==> src/rtl/core/rmq_pkg.sv <==
`default_nettype none

package rmq_pkg;

    // Fixed-point format of every matrix element and quaternion component.
    localparam int DW = 16;
    localparam int FB = 14;

    // The square-root argument s is positive and below 2^17 when it is used.
    localparam int SF_W  = DW + 3;
    localparam int TR_W  = DW + 2;
    localparam int SW    = DW + 1;
    localparam int RAD_W = SW + FB;
    localparam int SQ_STEPS = (RAD_W + 1) / 2;
    localparam int RN_W  = 2 * SQ_STEPS;
    localparam int ROOT_W = SQ_STEPS;
    localparam int REM_W = ROOT_W + 2;

    // Divider: numerator is |d| * 2^FB + r, denominator is 2r.
    localparam int DIFF_W = DW + 1;
    localparam int MAG_W  = DIFF_W;
    localparam int NUM_W  = MAG_W + FB;
    localparam int DEN_W  = ROOT_W + 1;
    localparam int LANES  = 3;

    localparam int ONE_I = 1 << FB;

    // Quaternion component indexes.
    localparam logic [1:0] IDX_X = 2'd0;
    localparam logic [1:0] IDX_Y = 2'd1;
    localparam logic [1:0] IDX_Z = 2'd2;
    localparam logic [1:0] IDX_W = 2'd3;

    // Branch codes.
    localparam logic [1:0] BR_TRACE = 2'd0;
    localparam logic [1:0] BR_X     = 2'd1;
    localparam logic [1:0] BR_Y     = 2'd2;
    localparam logic [1:0] BR_Z     = 2'd3;

    typedef struct packed {
        logic signed [DW-1:0] m00;
        logic signed [DW-1:0] m01;
        logic signed [DW-1:0] m02;
        logic signed [DW-1:0] m10;
        logic signed [DW-1:0] m11;
        logic signed [DW-1:0] m12;
        logic signed [DW-1:0] m20;
        logic signed [DW-1:0] m21;
        logic signed [DW-1:0] m22;
    } in_t;

    typedef struct packed {
        logic signed [DW-1:0] qx;
        logic signed [DW-1:0] qy;
        logic signed [DW-1:0] qz;
        logic signed [DW-1:0] qw;
        logic [1:0]           branch_taken;
        logic                 degenerate;
    } out_t;

    // Per-item control carried alongside the arithmetic. Lane l holds the
    // numerator of the l-th component, in ascending order, that is not the
    // square-root component.
    typedef struct packed {
        logic [LANES-1:0][DIFF_W-1:0] d;
        logic [1:0]                   root_sel;
        logic [1:0]                   branch;
        logic                         degen;
    } side_t;

    typedef struct packed {
        side_t            side;
        logic [RAD_W-1:0] rad;
    } front_t;

endpackage

`default_nettype wire

==> src/rtl/core/rmq_sqrt.sv <==
`default_nettype none

module rmq_sqrt (
    input  wire logic                       aclk,
    input  wire logic                       aresetn,
    input  wire logic                       en,
    input  wire logic                       in_valid,
    input  wire rmq_pkg::front_t            in_data,
    output logic                            out_valid,
    output rmq_pkg::side_t                  out_side,
    output logic [rmq_pkg::ROOT_W-1:0]      out_root
);
    import rmq_pkg::*;

    // One result bit per stage, two radicand bits consumed per stage.
    logic              valid_reg [SQ_STEPS];
    side_t             side_reg  [SQ_STEPS];
    logic [RN_W-1:0]   n_reg     [SQ_STEPS];
    logic [REM_W-1:0]  rem_reg   [SQ_STEPS];
    logic [ROOT_W-1:0] root_reg  [SQ_STEPS];

    for (genvar k = 0; k < SQ_STEPS; k++) begin : g_step
        logic              v_in;
        side_t             side_in;
        logic [RN_W-1:0]   n_in;
        logic [REM_W-1:0]  rem_in;
        logic [ROOT_W-1:0] root_in;
        logic [REM_W+1:0]  rem_sh;
        logic [REM_W+1:0]  trial;
        logic              take;
        logic [REM_W+1:0]  rem_diff;
        logic [REM_W-1:0]  rem_next;
        logic [ROOT_W-1:0] root_next;

        if (k == 0) begin : g_first
            assign v_in    = in_valid;
            assign side_in = in_data.side;
            assign n_in    = RN_W'(in_data.rad);
            assign rem_in  = '0;
            assign root_in = '0;
        end else begin : g_rest
            assign v_in    = valid_reg[k-1];
            assign side_in = side_reg[k-1];
            assign n_in    = n_reg[k-1];
            assign rem_in  = rem_reg[k-1];
            assign root_in = root_reg[k-1];
        end

        always_comb begin
            rem_sh    = {rem_in, n_in[RN_W-1 -: 2]};
            trial     = (REM_W+2)'({root_in, 2'b01});
            take      = rem_sh >= trial;
            rem_diff  = take ? rem_sh - trial : rem_sh;
            rem_next  = rem_diff[REM_W-1:0];
            root_next = {root_in[ROOT_W-2:0], take};
        end

        always_ff @(posedge aclk) begin
            if (!aresetn) begin
                valid_reg[k] <= 1'b0;
            end else if (en) begin
                valid_reg[k] <= v_in;
            end
        end

        always_ff @(posedge aclk) begin
            if (en) begin
                side_reg[k] <= side_in;
                n_reg[k]    <= n_in << 2;
                rem_reg[k]  <= rem_next;
                root_reg[k] <= root_next;
            end
        end
    end

    assign out_valid = valid_reg[SQ_STEPS-1];
    assign out_side  = side_reg[SQ_STEPS-1];
    assign out_root  = root_reg[SQ_STEPS-1];

endmodule

`default_nettype wire

==> config.mk <==
export PLATFORM = sky130hd
export DESIGN_NAME = rmq_sqrt
export DESIGN_NICKNAME = d
export VERILOG_FILES = /design/src/rtl/core/rmq_pkg.sv /design/src/rtl/core/rmq_sqrt.sv
export SDC_FILE = /design/constraint.sdc
export NUM_CORES = 1
export LEC_CHECK = 0
export BUFFER_PORTS_ARGS = -buffer_cell sky130_fd_sc_hd__buf_2
export CORE_MARGIN = 5
export CORE_UTILIZATION = 55
export DETAILED_ROUTE_END_ITERATION = 10
export GPL_TIMING_DRIVEN = 0
export PLACE_DENSITY_LB_ADDON = 0.3
export SLEW_MARGIN = 15
export SYNTH_ARGS = -nofsm -noshare
export SYNTH_HDL_FRONTEND = slang
export SYNTH_SLANG_ARGS = --single-unit
==> constraint.sdc <==
create_clock -name aclk -period 2.78 [get_ports aclk]
set_input_delay 0.278 -clock aclk [delete_from_list [all_inputs] [get_ports aclk]]
set_output_delay 0.278 -clock aclk [all_outputs]
set_load 0.1 [all_outputs]
# Yosys cells after proc, flatten, opt, wreduce, memory -nomap -nowiden

Memory sizes are Yosys's and may differ from the RTL's.
Cells that the tools add are included.

Register bits: 0
RAM bits: 1,936
Input port bits: 91
Output and inout port bits: 73
Word-level logic and storage cells: 90
Memories: 5

$add $sub $neg: 16
Order comparisons: 16
Mux-type cells: 37
Bitwise operators: 16

Memories:

| name      | words | bits a word | read ports | clocked after Yosys merged registers in | write ports | line           | source |
|---|---|---|---|---|---|---|---|
| side_reg  | 16    | 56          | 16         | 0                                       | 16          | rmq_sqrt.sv:17 | `side_t side_reg [SQ_STEPS];` |
| n_reg     | 16    | 30          | 15         | 0                                       | 16          | rmq_sqrt.sv:18 | `logic [RN_W-1:0] n_reg [SQ_STEPS];` |
| rem_reg   | 16    | 18          | 15         | 0                                       | 16          | rmq_sqrt.sv:19 | `logic [REM_W-1:0] rem_reg [SQ_STEPS];` |
| root_reg  | 16    | 16          | 16         | 0                                       | 16          | rmq_sqrt.sv:20 | `logic [ROOT_W-1:0] root_reg [SQ_STEPS];` |
| valid_reg | 16    | 1           | 16         | 0                                       | 16          | rmq_sqrt.sv:16 | `logic valid_reg [SQ_STEPS];` |

Operators by type and width:

| operator            | count |
|---|---|
| $ge 20x18->1        | 15 |
| $mux 18             | 16 |
| $sub 18x18->18      | 15 |
| $mux 1              | 21 |
| $or 1x1->1          | 16 |
| $sub 1x1->2 const B | 1 |
| $ge 1x1->1 const B  | 1 |

# Longest topological paths before layout

Depth after elaboration: 4
Depth in mapped cells: 11
Gate-level depth less buffers: 9

# Worst setup path before layout

Ideal clock, no wire load.

Kind: register -> register
From: memory rem_reg[6][6] in the netlist's numbering
To: memory rem_reg[7][3] in the netlist's numbering, data pin
Setup time: 0.260 ns
Arrival: 2.810 ns
Data required time: 2.520 ns
Path slack: -0.290 ns
Cell stages (with the launch flop): 10
Path buffers: 1
Clock period less this slack: 3.070 ns
Path through: edfxtp_1 -> ha_1 -> or4_4 -> or4_4 -> or3_4 -> or3_1 -> buf_6 -> nor2_8 -> inv_4 -> mux2_4

RTL lines:

| what               | line |
|---|---|
| start: declaration | rmq_sqrt.sv:19 |

==> impl_metrics.toml <==
[cts]
clockRootBuffer = "clkbuf_16"
clock-sinks = 1534
clk_latency_ns = 0.75
cts_buffer_depth = 3
ctsHtreeMaxLevel = 4
cts.clk_slew.worst_paths_ns = 0.06
cts_tree = "done"
numCtsBuffers = 152

[detailed_routing]
drcViolationCount = 0
first_iter_violations = 1623
vias_per_cell = 5.23
drt_wl_total_um = 83700
vias = 26300
ant_nets = 0
wl_per_cell_um = 16.6
drt_pass1_iterations = 6

[yosys]
synth_seq_cells = 1534
synthArstFlopShare_pct = 0
synth_ff_type = "edfxtp_1"
postSynthNetCount = 3347
netlist_area_um2 = 56500
synth-edff-count = 1533
avgSynthCellArea_um2 = 18.2
ys_seq_area_share_pct = 81.6
postSynthCellCount = 3104
yosys_warnings = 0
synthDistinctLibCells = 78

[pwr]
vdd_drop_max_uv = 738
power_mw = 53.1
p_per_area_nw_per_um2 = 805
leakage_nw = 23.9

[grt]
grtUsageTotal_pct = 15.6
grt_overflow_total = 0
antenna_found_initial = 0
grt_max_degree = 165
grt_pass1_vias = 26900
grt_pass1_wl_um = 137000

[floorplanning]
core_um2 = 102000
die_h_um = 330
row_count = 117
die_w_um = 330
die_area_um2 = 109000
io_pins = 164
start_util_pct = 55.4

[critical_path]
ff2ff_setup_slack_ns = -0.27
critPathArrivalTime_ns = 3.50
cp-end-kind = "register"
reg2reg_to = "rem_reg[7][5]"
worst-path-max-fanout = 6
worst_r2r_path_depth = 9
path_class = "reg -> reg"
worstReg2RegStart = "rem_reg[6][6]"
cp_data_required_time_ns = 3.23
cp-start-kind = "register"

[layout]
drive_gt1_share_pct = 14.8
largest_reg_flops = 896
nNetsFinal = 3786
area_growth_pct = 16.8
fin_cells = 5034
n_antenna_cell = 0
fillCellCount = 6953

[timing]
fin_crit_sh_pct = 110
tightest_slew_ns = 1.05
fmax_mhz = 328
rsz0062_at_grt = "true"
max_slew_margin_pct = 28.4
setup_viol = 19
hold_viol = 0
drv_slew = 0
period_needed_ns = 3.05
fin_ws_ns = -0.265
timing.hold.ws_ns = 0.109
fin_worst_skew_ns = 0.0416

[worst_hold_path]
hold_class = "in -> reg"
min_to = "side_reg[3][32]"
hold_start = "en"
whs_path_depth = 2

[outcome]
violations = "negative setup slack"
status = "finished with violations"

[place]
place_congestion = 0.860
post-place-ws_ns = -1.53
dp_cells = 4647
numPortBuffers = 163
dp.final_hpwl_um = 48000

[run]
maxCapViolCount = 0
==> metrics by stage <==
step | setup TNS, ns | util, % | cell area [um2]
after global routing | -4.99 | 64.7 | 65900
after detailed placement | -715.29 | 58.2 | 59300
after global placement | - | 57.9 | 59000
after CTS | -3.19 | 64.5 | 65700
final | -3.66 | 64.7 | 65900
after floorplan | -0.788 | - | 56500
==> routing by layer <==
metal	part of all wire [%]	up-vias	global-route usage [%]	wire length (um)
met4	3.7	0	6.40	3060
met5	0	-	0	0
met1	39	12800	18.3	32500
li1	-	12800	-	-
met3	4.0	195	3.03	3320
met2	54	495	28.5	44800
==> cell usage in the layout (no fill, tap or decap), types with 17 or more instances in the layout <==
cell type	netlist	routed
a21o_1	29	29
or3_1	31	29
a21oi_1	123	115
mux2_2	33	33
bufinv_16	0	17
xnor2_1	102	102
nor3_1	63	62
nor2b_1	25	25
xor2_1	75	75
nor4_1	30	27
nor2_1	140	138
nand3_1	36	36
clkbuf_16	0	154
edfxtp_1	1533	1533
ha_1	152	144
o21ai_0	79	75
clkinv_2	0	25
nand4_1	19	19
inv_1	176	176
o21a_1	40	40
buf_4	0	25
nand2b_1	23	23
a211oi_1	23	18
clkbuf_1	32	49
clkinv_1	1	23
dlygate4sd3_1	0	89
nand2_1	103	102
buf_2	1	164
and3_1	23	23
==> layout make-up <==
cell class / count / area [um2] / area share (%)
flip-flops and latches: 1534 / 46100 / 69.9
multi-input cells: 1356 / 9890 / 15.0
clock buffers: 194 / 4000 / 6.07
repair buffers: 296 / 2420 / 3.68
well taps: 1368 / 1710 / 2.60
clock inverters: 83 / 1040 / 1.58
inverters: 179 / 677 / 1.03
plain buffers: 24 / 131 / 0.199
==> power breakdown <==
group          internal, mW  switching [mW]
Sequential             27.6           0.740
Combinational          1.79            2.63
Clock                  11.9            8.43
==> worst max-delay path, stage by stage, from the launching register on <==
cell and delay, ns:
edfxtp_1 0.40, ha_2 0.20, or4_4 0.43, or4_4 0.43, or3_4 0.35, or3_1 0.39
buf_6 0.15, nor2_8 0.10, inv_6 0.06, mux2_4 0.29
==> cell usage after synthesis (5+ instances only) <==
master	instances	share of area, %
a311oi_1	5	0.078
nand3b_1	9	0.12
a21boi_0	5	0.066
nor2_1	140	0.93
nor4b_1	7	0.11
a21o_1	29	0.39
nand4b_1	6	0.093
mux2_2	33	0.66
a211oi_1	23	0.31
o21ai_0	79	0.70
a31oi_1	12	0.13
nand2b_1	23	0.25
a21oi_1	123	1.1
o211ai_1	15	0.20
mux2_1	5	0.10
xor2_1	75	1.2
o21bai_1	11	0.15
nor2b_1	25	0.28
nand3_1	36	0.32
or2_2	8	0.089
o21ai_1	8	0.071
clkbuf_1	32	0.21
edfxtp_1	1533	82
or3_1	31	0.34
nor3b_1	11	0.15
nor3_1	63	0.56
ha_1	152	3.4
nand4_1	19	0.21
or4_1	12	0.16
nor4_1	30	0.33
and3_1	23	0.25
xnor2_1	102	1.6
o21a_1	40	0.53
nand2_1	103	0.68
mux2i_1	12	0.21
o31ai_1	17	0.23
inv_1	176	1.2
==> how the worst max path moves through the flow <==
stage	endpoint	startpoint	slack (ns)	cells past startpoint
2_1_floorplan	rem_reg[7][3]	rem_reg[6][6]	-0.20	9
3_3_place_gp	valid_reg[7][1]	en	-22.35	2
3_5_place_dp	side_reg[0][112]	en	-1.53	7
4_1_cts	rem_reg[7][5]	rem_reg[6][6]	-0.27	9
5_1_grt	rem_reg[7][5]	rem_reg[6][6]	-0.32	9
6_report	rem_reg[7][5]	rem_reg[6][6]	-0.27	9
==> kinds of logic (layout without fill, tap and decap cells) <==
kind of cell | count (synthesis) | after routing | synth area share (%)
DFF | 1534 | 1534 | 81.6
other | 1 | 1 | 0.00664
muxes | 54 | 54 | 1.08
adders and majority gates | 152 | 152 | 3.37
buffers and inverters | 214 | 776 | 1.44
AOI/OAI and AO/OA | 412 | 412 | 4.65
xor gates and xnor gates | 177 | 177 | 2.75
and+or+nand+nor | 560 | 560 | 5.14
==> repair_timing <==
action / 4_1_cts / 5_1_grt
pin swaps: 11 / 9
endpoints found under the hold margin: 129 / 0
setup endpoints to repair: 520 / 114
buffers inserted: 16 / 10
hold buffers: 92 / 0
resized for setup: 49 / 34
cloned: 4 / 0
(Power assumes the default switching activity.)
