`src/rtl/core/rmq_pkg.sv`:
```
`default_nettype none

package rmq_pkg;

    // Fixed-point format of every matrix element and quaternion component.
    localparam int DW = 16;
    localparam int FB = 14;

    // The square-root argument s is positive and below 2^17 when it is used.
    localparam int SF_W  = DW + 3;
    localparam int TR_W  = DW + 2;
    localparam int SW    = DW + 1;
    localparam int RAD_W = SW + FB;
    localparam int SQ_STEPS = (RAD_W + 1) / 2;
    localparam int RN_W  = 2 * SQ_STEPS;
    localparam int ROOT_W = SQ_STEPS;
    localparam int REM_W = ROOT_W + 2;

    // Divider: numerator is |d| * 2^FB + r, denominator is 2r.
    localparam int DIFF_W = DW + 1;
    localparam int MAG_W  = DIFF_W;
    localparam int NUM_W  = MAG_W + FB;
    localparam int DEN_W  = ROOT_W + 1;
    localparam int LANES  = 3;

    localparam int ONE_I = 1 << FB;

    // Quaternion component indexes.
    localparam logic [1:0] IDX_X = 2'd0;
    localparam logic [1:0] IDX_Y = 2'd1;
    localparam logic [1:0] IDX_Z = 2'd2;
    localparam logic [1:0] IDX_W = 2'd3;

    // Branch codes.
    localparam logic [1:0] BR_TRACE = 2'd0;
    localparam logic [1:0] BR_X     = 2'd1;
    localparam logic [1:0] BR_Y     = 2'd2;
    localparam logic [1:0] BR_Z     = 2'd3;

    typedef struct packed {
        logic signed [DW-1:0] m00;
        logic signed [DW-1:0] m01;
        logic signed [DW-1:0] m02;
        logic signed [DW-1:0] m10;
        logic signed [DW-1:0] m11;
        logic signed [DW-1:0] m12;
        logic signed [DW-1:0] m20;
        logic signed [DW-1:0] m21;
        logic signed [DW-1:0] m22;
    } in_t;

    typedef struct packed {
        logic signed [DW-1:0] qx;
        logic signed [DW-1:0] qy;
        logic signed [DW-1:0] qz;
        logic signed [DW-1:0] qw;
        logic [1:0]           branch_taken;
        logic                 degenerate;
    } out_t;

    // Per-item control carried alongside the arithmetic. Lane l holds the
    // numerator of the l-th component, in ascending order, that is not the
    // square-root component.
    typedef struct packed {
        logic [LANES-1:0][DIFF_W-1:0] d;
        logic [1:0]                   root_sel;
        logic [1:0]                   branch;
        logic                         degen;
    } side_t;

    typedef struct packed {
        side_t            side;
        logic [RAD_W-1:0] rad;
    } front_t;

endpackage

`default_nettype wire

```
`src/rtl/core/rmq_front.sv`:
```
`default_nettype none

module rmq_front (
    input  wire logic            aclk,
    input  wire logic            aresetn,
    input  wire logic            en,
    input  wire logic            in_valid,
    input  wire rmq_pkg::in_t    in_data,
    output logic                 out_valid,
    output rmq_pkg::front_t      out_data
);
    import rmq_pkg::*;

    // Stage A: trace and choice of the largest diagonal element.
    logic                   a_valid_reg;
    in_t                    a_m_reg;
    logic signed [TR_W-1:0] a_trace_reg;
    logic                   a_pos_reg;
    logic [1:0]             a_idx_reg;

    logic signed [TR_W-1:0] trace_next;
    logic                   pos_next;
    logic [1:0]             idx_next;
    logic signed [DW-1:0]   diag_max;

    always_comb begin
        trace_next = TR_W'(in_data.m00) + TR_W'(in_data.m11) + TR_W'(in_data.m22);
        pos_next   = trace_next > 0;
        idx_next   = IDX_X;
        diag_max   = in_data.m00;
        if (in_data.m11 > diag_max) begin
            idx_next = IDX_Y;
            diag_max = in_data.m11;
        end
        if (in_data.m22 > diag_max) begin
            idx_next = IDX_Z;
        end
    end

    always_ff @(posedge aclk) begin
        if (!aresetn) begin
            a_valid_reg <= 1'b0;
        end else if (en) begin
            a_valid_reg <= in_valid;
        end
    end

    always_ff @(posedge aclk) begin
        if (en) begin
            a_m_reg     <= in_data;
            a_trace_reg <= trace_next;
            a_pos_reg   <= pos_next;
            a_idx_reg   <= idx_next;
        end
    end

    // Stage B: square-root argument, numerators and lane assignment.
    logic                   b_valid_reg;
    front_t                 b_data_reg;
    front_t                 b_data_next;

    logic signed [DW-1:0]   mii, mjj, mkk;
    logic signed [SF_W-1:0] s_val;
    logic                   degen;
    logic signed [SF_W-1:0] one_s;

    always_comb begin
        one_s = $signed(SF_W'(ONE_I));
        case (a_idx_reg)
            IDX_Y: begin
                mii = a_m_reg.m11; mjj = a_m_reg.m22; mkk = a_m_reg.m00;
            end
            IDX_Z: begin
                mii = a_m_reg.m22; mjj = a_m_reg.m00; mkk = a_m_reg.m11;
            end
            default: begin
                mii = a_m_reg.m00; mjj = a_m_reg.m11; mkk = a_m_reg.m22;
            end
        endcase

        if (a_pos_reg) begin
            s_val = SF_W'(a_trace_reg) + one_s;
        end else begin
            s_val = SF_W'(mii) - SF_W'(mjj) - SF_W'(mkk) + one_s;
        end
        degen = !a_pos_reg && (s_val <= 0);

        b_data_next.side.degen = degen;
        b_data_next.rad = degen ? '0 : {s_val[SW-1:0], {FB{1'b0}}};

        if (a_pos_reg) begin
            b_data_next.side.branch   = BR_TRACE;
            b_data_next.side.root_sel = IDX_W;
            b_data_next.side.d[0] = DIFF_W'(a_m_reg.m21) - DIFF_W'(a_m_reg.m12);
            b_data_next.side.d[1] = DIFF_W'(a_m_reg.m02) - DIFF_W'(a_m_reg.m20);
            b_data_next.side.d[2] = DIFF_W'(a_m_reg.m10) - DIFF_W'(a_m_reg.m01);
        end else begin
            case (a_idx_reg)
                IDX_Y: begin
                    // Lanes carry x, z, w.
                    b_data_next.side.branch   = BR_Y;
                    b_data_next.side.root_sel = IDX_Y;
                    b_data_next.side.d[0] = DIFF_W'(a_m_reg.m01) + DIFF_W'(a_m_reg.m10);
                    b_data_next.side.d[1] = DIFF_W'(a_m_reg.m21) + DIFF_W'(a_m_reg.m12);
                    b_data_next.side.d[2] = DIFF_W'(a_m_reg.m02) - DIFF_W'(a_m_reg.m20);
                end
                IDX_Z: begin
                    // Lanes carry x, y, w.
                    b_data_next.side.branch   = BR_Z;
                    b_data_next.side.root_sel = IDX_Z;
                    b_data_next.side.d[0] = DIFF_W'(a_m_reg.m02) + DIFF_W'(a_m_reg.m20);
                    b_data_next.side.d[1] = DIFF_W'(a_m_reg.m12) + DIFF_W'(a_m_reg.m21);
                    b_data_next.side.d[2] = DIFF_W'(a_m_reg.m10) - DIFF_W'(a_m_reg.m01);
                end
                default: begin
                    // Lanes carry y, z, w.
                    b_data_next.side.branch   = BR_X;
                    b_data_next.side.root_sel = IDX_X;
                    b_data_next.side.d[0] = DIFF_W'(a_m_reg.m10) + DIFF_W'(a_m_reg.m01);
                    b_data_next.side.d[1] = DIFF_W'(a_m_reg.m20) + DIFF_W'(a_m_reg.m02);
                    b_data_next.side.d[2] = DIFF_W'(a_m_reg.m21) - DIFF_W'(a_m_reg.m12);
                end
            endcase
        end
    end

    always_ff @(posedge aclk) begin
        if (!aresetn) begin
            b_valid_reg <= 1'b0;
        end else if (en) begin
            b_valid_reg <= a_valid_reg;
        end
    end

    always_ff @(posedge aclk) begin
        if (en) begin
            b_data_reg <= b_data_next;
        end
    end

    assign out_valid = b_valid_reg;
    assign out_data  = b_data_reg;

endmodule

`default_nettype wire

```
`config.mk`:
```
export PLATFORM = sky130hd
export DESIGN_NAME = rmq_front
export DESIGN_NICKNAME = d
export VERILOG_FILES = /design/src/rtl/core/rmq_pkg.sv /design/src/rtl/core/rmq_front.sv
export SDC_FILE = /design/constraint.sdc
export NUM_CORES = 1
export LEC_CHECK = 0
export BUFFER_PORTS_ARGS = -buffer_cell sky130_fd_sc_hd__buf_2
export CAP_MARGIN = 40
export CORE_MARGIN = 2
export CORE_UTILIZATION = 59
export CTS_CLUSTER_SIZE = 12
export DETAILED_ROUTE_END_ITERATION = 16
export GPL_TIMING_DRIVEN = 0
export HOLD_SLACK_MARGIN = 0.08
export PLACE_DENSITY = 0.88
export SLEW_MARGIN = 15
export SYNTH_ARGS = -nofsm -noshare
export SYNTH_HDL_FRONTEND = slang
export SYNTH_SLANG_ARGS = --single-unit
```
`constraint.sdc`:
```
create_clock -name aclk -period 5.87 [get_ports aclk]
set_input_delay 0.2935 -clock aclk [delete_from_list [all_inputs] [get_ports aclk]]
set_output_delay 0.2935 -clock aclk [all_outputs]
set_load 0.1 [all_outputs]
```
* Word level (Yosys, flattened, before mapping)
Cells that the tools add are included.
** Operators by class
- Order comparisons :: 4
- Reduce and logical (&&, ||, !) cells :: 2
- Add/subtract/negate cells :: 12
- Eq/ne operators :: 2
- Muxes and demuxes :: 8
** Operator list (number)
- 55-bit case mux with 2 select lines :: 1
- 16-bit case mux with 2 select lines :: 3
- 16-bit by 16-bit adder with 17-bit output :: 4
- 16-bit by 16-bit subtractor with 17-bit output :: 4
- 55-bit two-way mux :: 1
- 18-bit by 16-bit adder with 19-bit output, second input constant :: 2
- 16-bit > comparator :: 2
- 19-bit by 1-bit less-or-equal comparator with 1-bit output, second input constant :: 1
- 19-bit two-way mux :: 1
- 17-bit by 16-bit adder with 18-bit output :: 1
- 18-bit by 1-bit > comparator with 1-bit output, second input constant :: 1
- 17-bit by 16-bit subtractor with 18-bit output :: 1
- 16-bit two-way mux :: 1
- 2-bit by 1-bit == test with 1-bit output, second input constant :: 1
- 2-bit == test, second input constant :: 1
- 1-bit logical AND :: 1
- 1-bit logical NOT :: 1
- 1-bit two-way mux :: 1
** Word-level totals
- Logic and storage cells :: 50
- Flip-flop bits (word level) :: 254
- Input bits :: 148

* Logic depth before layout (Yosys ltp)
- Word-level depth :: 8
- Mapped depth :: 23
- Depth with buffers taken out :: 20

* Least setup slack after synthesis
Ideal clock, no wire load.
- Path type :: reg-to-reg
- From :: register a_idx_reg[0]
- To :: register b_data_reg (netlist bit out_data[28]), data pin
- Slack :: 0.963 ns
- Buffers on the path :: 5
- Setup time :: 0.153 ns
- Cell stages (with the launch flop) :: 22
- Arrival :: 4.754 ns
- Cell sequence :: edfxtp_1 inv_1 ha_1 clkbuf_1 clkbuf_1 clkbuf_1 buf_1 a21oi_1 fa_1 ha_1 ha_1 inv_1 fa_1 nand2b_1 a21oi_1 o41ai_1 o21ai_0 nand2_1 a31o_2 clkbuf_1 or3_1 o21ai_0
** On the way
- Word-level cells in the longest chain between the ends :: 8
- Elaborated cells on any way between the ends :: 11
- Classes of those cells :: 3 x add/sub; 1 x order compare; 2 x eq/ne; 4 x mux; 1 x reduce/logical
** RTL lines
- start: declaration :: line rmq_front.sv:19 : logic [1:0] a_idx_reg;
- start signal: assignment :: line rmq_front.sv:53 : a_idx_reg <= idx_next;
- 2-bit == test or 2-bit by 1-bit == test with 1-bit output (tied branches) :: line rmq_front.sv:69 : case (a_idx_reg)
- 16-bit case mux with 2 select lines :: line rmq_front.sv:69
- 16-bit by 16-bit subtractor with 17-bit output :: line rmq_front.sv:84 : s_val = SF_W'(mii) - SF_W'(mjj) - SF_W'(mkk) + one_s;
- 17-bit by 16-bit subtractor with 18-bit output (*) :: line rmq_front.sv:84
- 18-bit by 16-bit adder with 19-bit output (*) :: line rmq_front.sv:84
- 19-bit two-way mux (*) :: line rmq_front.sv:81 : if (a_pos_reg) begin
- 19-bit by 1-bit less-or-equal comparator with 1-bit output :: line rmq_front.sv:86 : degen = !a_pos_reg && (s_val <= 0);
- 1-bit logical AND :: line rmq_front.sv:86
- end signal: assignment :: line rmq_front.sv:137 : b_data_reg <= b_data_next;
- end: declaration :: line rmq_front.sv:59 : front_t b_data_reg;
Every way passes the cells marked *; elsewhere a longest branch is shown, timed or not.
A chain may end at the register's enable or synchronous reset.

==> flow_metrics.env <==
export IMPL_grt_max_degree=100
export IMPL_p_seq_share_pct=23.0
export IMPL_path_common_cell="ha_1"
export IMPL_most_common_layout_cells="edfxtp_1 (237), buf_2 (223), ha_1 (181)"
export IMPL_post_drt_via_cell_ratio=6.30
export IMPL_chipHeight_um=177
export IMPL_slew_violations=0
export IMPL_status="completed"
export IMPL_nets=2529
export IMPL_synth_edff_count=237
export IMPL_root_buffer="clkbuf_16"
export IMPL_yosysSeqAreaShare_pct=40.5
export IMPL_p_int_mw=5.25
export IMPL_cts_buffers_inserted=27
export IMPL_antenna_found_initial=2
export IMPL_place_congestion=0.980
export IMPL_die_area_um2=31300
export IMPL_syn_inst=1750
export IMPL_crit_chain="inv_1 > ha_1 > clkbuf_2 > clkbuf_2 > buf_2 > a21oi_1 > fa_1 > ha_1 > ha_1 > inv_1 > fa_1 > nand2b_1 > a21oi_1 > nor2_1 > nor4_1 > o211ai_1 > or4_1 > o31ai_1"
export IMPL_insertion_delay_ns=0.57
export IMPL_leakagePower_nw=9.06
export IMPL_place_ws_ns=-0.856
export IMPL_combPwrFrac_pct=62.1
export IMPL_fin_crit_ns=5.70
export IMPL_p_sw_mw=5.46
export IMPL_drive_above_1_share_pct=14.0
export IMPL_fmax_mhz=175
export IMPL_clk_pin_slew_worst_paths_ns=0.06
export IMPL_setup_violations=0
export IMPL_vias=16200
export IMPL_grt_setup_unrepaired="false"
export IMPL_post_cts_buffers=0
export IMPL_grt_first_pass_wirelength_mm=88.2
export IMPL_syn_area_per_cell_um2=10.1
export IMPL_power_mw=10.7
export IMPL_finalClockSkew_ns=0.0327
export IMPL_synth_seq_cells=239
export IMPL_portBuffers=221
export IMPL_wl_per_cell_um=22.8
export IMPL_area_delta_synth_final_pct=22.6
export IMPL_dpl_cell_count=2377
export IMPL_tightest_slew_ns=0.952
export IMPL_synthFlopType="edfxtp_1"
export IMPL_max_stage_delay_ns=0.51
export IMPL_peakVddDrop_uv=372
export IMPL_overflow=0
export IMPL_routed_wl_mm=58.6
export IMPL_ant_nets=0
export IMPL_dp_hpwl_mm=43.2
export IMPL_drc=0
export IMPL_detail_route_first_pass_iterations=6
export IMPL_synth_area_um2=17700
export IMPL_drt_iter0_drc=1653
export IMPL_largest_reg_flops=144
export IMPL_start_util_pct=59.8
export IMPL_finalCritPeriodShare_pct=97.1
export IMPL_instances_no_fill=2571
export IMPL_core_area_um2=29600
export IMPL_slew_headroom_pct=34.9
export IMPL_fin_util_pct=73.3
export IMPL_num_rows=63
export IMPL_critPathSlowestCell="fa_1"
export IMPL_clockPowerShare_pct=14.9
export IMPL_powerDensity_nw_per_um2=494
export IMPL_final_common_cell="edfxtp_1"
export IMPL_required_ns=6.22
export IMPL_min_path_type="in2reg"
export IMPL_switching_share_pct=51.0
export IMPL_maxCapViolCount=0
export IMPL_pin_count=236
export IMPL_worst_slack_ns=0.172
export IMPL_synth_warnings=0
export IMPL_cp_max_fo=10
export IMPL_cts_sinks=239
export IMPL_crit_path_end_kind="flop"
export IMPL_dieWidth_um=177
export IMPL_worstPathArrival_ns=6.05
export IMPL_cp_start_kind="flop"
export IMPL_cts_buffer_depth=3
export IMPL_synthDistinctLibCells=71
export IMPL_setup_tns_ns=0
export IMPL_grt_pass1_vias=15900
export IMPL_async_flop_share_pct=0
export IMPL_critical_path_class="reg2reg"
export IMPL_grt_usage_pct=36.9
export IMPL_hold_viol=0
export IMPL_cts_tree="done"
export IMPL_htreeDepth=1
-- worst max-delay path, delay by kind of cell, from the launching register on --
family | cells | cell delay [ns]
simple gates | 4 | 1.26
flops | 1 | 0.39
fa+ha+maj | 5 | 1.89
buf+inv | 5 | 1.06
compound gates | 4 | 0.91
-- power groups by stage --
stage	combinational (mW)	clock, mW	sequential [mW]
2_1_floorplan	3.52	0	3.61
3_3_place_gp	6.21	0	2.48
3_5_place_dp	6.33	0	2.48
4_1_cts	6.48	1.57	2.45
5_1_grt	7.11	1.66	2.48
6_report	6.65	1.60	2.46
-- what timing repair did --
action	in CTS	in global routing
gates resized for setup	5	10
endpoints found under the setup margin	18	18
hold buffers	146	0
cloned	0	0
pin swaps	0	0
endpoints found under the hold margin	146	0
-- kinds of logic after synthesis --
kind of cell / synth area share (%)
compound gates: 19.3
simple gates: 12.4
flops: 40.5
buf+inv: 5.17
fa+ha+maj: 17.4
xor+xnor: 4.71
mux: 0.574
other cells: 0.0212
-- per-layer routing --
metal  up-vias  wire (um)  GRT usage, %
li1       7292          -             -
met1      7627      20200          40.4
met2      1027      29700          67.1
met3       260       4620          5.58
met4         0       4140          22.1
met5         -          0             0
-- synthesized netlist by cell type (18+ instances only) --
cell	n	area share (%)
nand2_1	100	2.1
a31oi_1	20	0.71
nand2b_1	18	0.64
inv_1	132	2.8
ha_1	181	13
xor2_1	31	1.5
clkbuf_1	76	1.6
a21o_1	20	0.85
xnor2_1	64	3.2
nor3_1	58	1.6
a21oi_1	127	3.6
nor2b_1	34	1.2
edfxtp_1	237	40
nor2_1	125	2.7
o31ai_1	21	0.89
fa_1	40	4.5
a221oi_1	25	1.2
o21ai_0	82	2.3
a22oi_1	56	2.4
nand3_1	41	1.2
o21bai_1	18	0.76
-- layout make-up --
class	count	area, um^2
Fill cell	2057	7900
Clock inverter	14	93.8
Tap cell	390	488
Clock buffer	34	702
Buffer	95	420
Inverter	132	495
Multi-Input combinational cell	1295	9660
Sequential cell	239	7160
Timing Repair Buffer	370	2640
Antenna cell	2	5.00
-- worst paths after layout --
path / start / to / slack (ns) / cells after the start
min: en / a_trace_reg[1]$_DFFE_PP_ / 0.16 / 1
max reg2reg: a_idx_reg[0]$_SDFFCE_PN0P_ / out_data[31]$_DFFE_PP_ / 0.17 / 18
max: a_idx_reg[0]$_SDFFCE_PN0P_ / out_data[31]$_DFFE_PP_ / 0.17 / 18
min reg2reg: out_valid$_SDFFE_PN0P_ / out_valid$_SDFFE_PN0P_ / 0.51 / 2
-- metrics by stage --
step / hold slack [ns] / cell area, um^2
finish: 0.157 / 21700
global route: 0.178 / 21700
CTS: 0.165 / 21700
detailed placement: 0.472 / 19400
global placement: 0.471 / 19300
floorplan: 0.392 / 17700
Power figures use the tool's default switching activity.
